`src/rtl/core/small_assoc_word_cache_random_defines.svh`:
```
// Assertion macros for the word cache.
// Used by the top level only; needs clock and reset in scope.
`ifndef SMALL_ASSOC_WORD_CACHE_RANDOM_DEFINES_SVH
`define SMALL_ASSOC_WORD_CACHE_RANDOM_DEFINES_SVH

// Consequent checked in the same cycle as the antecedent.
`define SAWC_CHECK_NOW(lbl, ante, cons, msg) \
   lbl: assert property (@(posedge clock) disable iff (reset) (ante) |-> (cons)) \
      else $error(msg);

// Consequent checked in the cycle after the antecedent.
`define SAWC_CHECK_NEXT(lbl, ante, cons, msg) \
   lbl: assert property (@(posedge clock) disable iff (reset) (ante) |=> (cons)) \
      else $error(msg);

`endif

```
`src/rtl/core/sawc_pkg.sv`:
```
// Shared constants, types and helper functions of the word cache.
// No dependencies; imported by every module of the block.
`default_nettype none

package sawc_pkg;

   localparam int ADDRESS_W           = 10;
   localparam int WORD_W              = 32;
   localparam int COUNT_W             = 32;
   localparam int SEED_W              = 16;
   localparam int SLOTS_DEFAULT       = 4;
   localparam int STORE_DEPTH_DEFAULT = 1024;

   localparam logic [SEED_W-1:0]  SEED_RESET = 16'd44257;
   localparam logic [SEED_W-1:0]  LFSR_TAPS  = 16'hB400;
   localparam logic [COUNT_W-1:0] COUNT_MAX  = '1;

   localparam logic CMD_LOAD = 1'b0;
   localparam logic CMD_READ = 1'b1;

   // Write strobes from the controller to the slot array.
   typedef struct packed {
      logic word_we;
      logic tag_we;
   } slot_wr_type;

   function automatic logic [SEED_W-1:0] lfsr_step(input logic [SEED_W-1:0] v);
      lfsr_step = v[0] ? ((v >> 1) ^ LFSR_TAPS) : (v >> 1);
   endfunction

   // A zero seed would lock the LFSR, so it is replaced by one.
   function automatic logic [SEED_W-1:0] seed_fix(input logic [SEED_W-1:0] s);
      seed_fix = (s == '0) ? SEED_W'(1) : s;
   endfunction

   function automatic logic [COUNT_W-1:0] sat_inc(input logic [COUNT_W-1:0] v);
      sat_inc = (v == COUNT_MAX) ? v : v + COUNT_W'(1);
   endfunction

endpackage

`default_nettype wire

```
`src/rtl/core/sawc_slots.sv`:
```
// Cache slot array: tags and words in flops, tag compare and slot read mux.
// Depends on sawc_pkg for slot_wr_type and the word width.
`default_nettype none

module sawc_slots import sawc_pkg::*; #(
   parameter int SLOTS = SLOTS_DEFAULT,
   parameter int TAG_W = $clog2(STORE_DEPTH_DEFAULT),
   localparam int SLOT_W = $clog2(SLOTS)
) (
   input  wire logic              clock,
   input  wire logic              reset,
   input  wire logic [TAG_W-1:0]  lookup_tag,
   output logic                   hit,
   output logic      [SLOT_W-1:0] hit_idx,
   input  wire logic [SLOT_W-1:0] rd_idx,
   output logic      [TAG_W-1:0]  rd_tag,
   output logic      [WORD_W-1:0] rd_word,
   input  wire slot_wr_type       wr,
   input  wire logic [SLOT_W-1:0] wr_idx,
   input  wire logic [TAG_W-1:0]  wr_tag,
   input  wire logic [WORD_W-1:0] wr_word
);

   logic [TAG_W-1:0]  tag_ff  [SLOTS];
   logic [WORD_W-1:0] word_ff [SLOTS];

   // Slots are scanned from the top so that the lowest matching slot wins.
   always_comb begin
      hit     = 1'b0;
      hit_idx = '0;
      for (int i = SLOTS - 1; i >= 0; i--) begin
         if (tag_ff[i] == lookup_tag) begin
            hit     = 1'b1;
            hit_idx = SLOT_W'(i);
         end
      end
   end

   assign rd_tag  = tag_ff[rd_idx];
   assign rd_word = word_ff[rd_idx];

   always_ff @(posedge clock) begin
      if (reset) begin
         for (int i = 0; i < SLOTS; i++) begin
            tag_ff[i]  <= TAG_W'(i);
            word_ff[i] <= '0;
         end
      end else begin
         if (wr.tag_we) begin
            tag_ff[wr_idx] <= wr_tag;
         end
         if (wr.word_we) begin
            word_ff[wr_idx] <= wr_word;
         end
      end
   end

endmodule

`default_nettype wire

```
`config.mk`:
```
export PLATFORM = sky130hd
export DESIGN_NAME = sawc_slots
export DESIGN_NICKNAME = d
export VERILOG_FILES = /design/src/rtl/core/small_assoc_word_cache_random_defines.svh /design/src/rtl/core/sawc_pkg.sv /design/src/rtl/core/sawc_slots.sv
export SDC_FILE = /design/constraint.sdc
export NUM_CORES = 1
export LEC_CHECK = 0
export ABC_CLOCK_PERIOD_IN_PS = 2550
export BUFFER_PORTS_ARGS = -buffer_cell sky130_fd_sc_hd__buf_2
export CAP_MARGIN = 20
export CORE_MARGIN = 2
export CORE_UTILIZATION = 40
export DETAILED_ROUTE_END_ITERATION = 7
export GPL_TIMING_DRIVEN = 1
export PLACE_DENSITY_LB_ADDON = 0.3
export SYNTH_ARGS = -nofsm -noshare
export SYNTH_HDL_FRONTEND = slang
export SYNTH_SLANG_ARGS = --single-unit
```
`constraint.sdc`:
```
create_clock -name clock -period 2.55 [get_ports clock]
set_clock_uncertainty 0.05 [all_clocks]
set_input_delay 0.51 -clock clock [delete_from_list [all_inputs] [get_ports clock]]
set_output_delay 0.51 -clock clock [all_outputs]
set_load 0.005 [all_outputs]
```
==> run_results.csv <==
group,metric,value,unit
clock_tree,cts_made_buffers,17,
final_layout,drive_gt1_share,35.1,%
clock_tree,ctsHoldBuffers,0,
synth,synth.largest_area_cell,"edfxtp_1",
routing,avgViaCountPerCell,4.97,
pwr,pwr-share-comb,10.4,%
synth,ys_ff_latch,168,
timing,fmax,0.401,GHz
timing,rsz0062_at_grt,"true",
final_layout,nets,656,
die,start_util,40.4,%
placed_design,dp_cells,842,
timing,hold_viol,0,
global_routing,gr-total-overflow,0,
timing,hold_ws,0.341,ns
pwr,p_sw_share,22.8,%
pwr,peakVddDrop,491,uV
routing,postRouteAntennaNets,0,
timing,drv_slew,0,
routing,drt_iter0_markers,276,
placed_design,io_buffers,104,
global_routing,antenna_found_initial,4,
worst_setup_path,path_cells,"xor2_1, nor4_2, nand4_1, nor2b_4, nor3_2, buf_2",
die,ios,105,
worst_setup_path,crit_path_max_incr_delay,0.41,ns
routing,firstDrtPassIters,4,
die,dieArea,0.0207,sq mm
global_routing,grt_use_total,17.2,%
synth,yosys.area.top_type_share,64.6,%
timing,period_minus_slack,2.50,ns
clock_tree,clock_sinks,168,
pwr,p_seq_share,52.1,%
worst_setup_path,critical_path_class,"reg -> out",
placed_design,placed_cell_area,0.00872,sq mm
worst_setup_path,crit_path_end_kind,"output pin",
worst_setup_path,required,1.99,ns
synth,synth_ff_type,"edfxtp_1",
routing,vias,4349,
timing,tightest_slew,0.925,ns
synth,synthArstFlopShare,0,%
synth,synth-seq-area-share,64.6,%
routing,wl_per_cell,19.4,um
synth,synth_nets,543,
global_routing,grt_pass1_vias,4630,
clock_tree,cts_max_level,4,
timing,relSlewSlack,38.3,%
routing,totalWireLength,16900,um
worst_setup_path,cp_max_fo,2,
die,die_h,144,um
die,die_x,144,um
synth,syn_area,0.00781,sq mm
worst_setup_path,worst_ep_arrival_time,1.94,ns
timing,finalWorstSetupSlack,0.0550,ns
timing,setup_violations,0,
global_routing,grt_max_degree,35,
placed_design,dp_hpwl,10800,um
pwr,switching_power,1.46,mW
placed_design,gp_congestion,0.812,
worst_setup_path,cp-start-kind,"flop",
clock_tree,clk_path_buf_depth,2,
pwr,power.internal,4.93,mW
routing,drc,0,
global_routing,grt_first_pass_wirelength,25900,um
die,coreArea,0.0193,sq mm
final_layout,flow.area_growth_from_synthesis,19.2,%
synth,synth_cell_types,27,
worst_hold_path,hp-class,"in -> reg",
job,cap_viol_max_count,0,
worst_setup_path,cp_top_family,"simple AND/OR/NAND/NOR gates",
pwr,power_density,686,mW/mm^2
timing,fin_crit_sh,97.8,%
synth,yosysWarnings,0,
worst_setup_path,worst-path-buf-inv,1,
final_layout,layout.cells.non_filler,875,
clock_tree,cts_tree,"yes",
pwr,clockPowerShare,37.5,%
pwr,finalPower,6.39,mW
synth,avgSynthCellArea,16.2,sq um
worst_setup_path,crit_slowest_cell,"edfxtp_1",
synth,synthCells,483,
pwr,p_leak,3.42,nW
run_status,status,"finished clean",
die,num_rows,51,
synth,synthTopCellsByArea,"edfxtp_1 65%, and2_1 13%, mux4_2 12%, xnor2_1 2.8%, xor2_1 1.6%",
final_layout,stdcell_area,0.00931,sq mm
placed_design,pre_cts_ws,0.162,ns
synth,synth_edf_count,168,
clock_tree,cts_root_buf,"clkbuf_16",
clock_tree,cts.clk_slew.worst_paths,0.07,ns
[cell families (layout without fill, tap and decap cells)]
family                    after synthesis  count (layout)  share of synthesized area (%)
DFF                                   168             168                           64.6
xor gates and xnor gates               40              40                           4.58
other                                   0               1                              0
muxes                                  42              42                           12.1
AOI/OAI and AO/OA                       4               4                          0.385
buffers and inverters                  27             153                           1.76
and+or+nand+nor                       202             202                           16.6
[synthesized netlist by cell type, types with 5 or more instances]
master	n
xor2_1	14
buf_2	5
nand4_1	7
edfxtp_1	168
and2_1	164
nand2b_1	6
clkbuf_1	14
or2_2	5
mux4_2	42
xnor2_1	25
buf_4	6
nor2_1	7
[placed cells by master (no fill, tap or decap), types with 2 or more instances in the layout]
master and count:
mux4_2 42, xnor2_2 3, or3_1 2, edfxtp_1 168, clkinv_4 3, buf_12 4
and2_1 164, a31o_2 2, clkbuf_16 17, clkinv_2 3, nand2b_1 6, buf_2 104
inv_6 3, nand4_1 7, clkinvlp_4 3, nor2_1 4, or2_2 5, buf_4 12
xor2_1 14, nor4_4 3, xnor2_1 23, nor2_2 3
[timing repair]
item,in CTS,in global routing
pin swaps,0,2
setup endpoints to repair,1,3
endpoints found under the hold margin,0,0
buffers inserted,0,0
resized for setup,1,4
[layout make-up]
class,count,area (sq um)
sequential,168,5040
tap,265,332
clock buffer,18,429
clock inverter,14,124
antenna,1,2.50
fill,1688,10000
multi-input combinational,288,2690
inverter,1,3.75
timing repair buffer,120,691
[power groups by stage]
stage	Clock (mW)	Combinational (mW)	Sequential (mW)
after floorplan	0	0.377	3.36
after global placement	0	0.661	3.38
after detailed placement	0	0.668	3.39
after CTS	2.43	0.671	3.33
after global routing	2.54	0.720	3.35
final	2.39	0.661	3.33
[final timing paths]
path | from | to | slack, ns | cells after the start
hold / removal | wr_word[3] | word_ff[1][3] | 0.34 | 2
setup / recovery | tag_ff[2][8] | hit_idx[1] | 0.05 | 6
[layer usage]
| layer | up-vias | global-route usage (%) | share of wire [%] |
|---|---|---|---|
| met4 | 6 | 5.47 | 1.0 |
| li1 | 2010 | - | - |
| met2 | 114 | 28.9 | 51 |
| met3 | 19 | 5.10 | 6.2 |
| met5 | - | 0 | 0.26 |
| met1 | 2200 | 21.5 | 41 |
[flip-flops by register name, indices dropped and copies added, names as in the netlist]
signal / count
word_ff: 128
tag_ff: 40
[per-stage QoR]
stage,util [%],TNS (ns)
3_5_place_dp,45.1,0
3_3_place_gp,45.1,0
5_1_grt,48.2,-0.0648
4_1_cts,48.0,0
6_report,48.2,0
2_1_floorplan,-,0
Power figures use the tool's default switching activity.
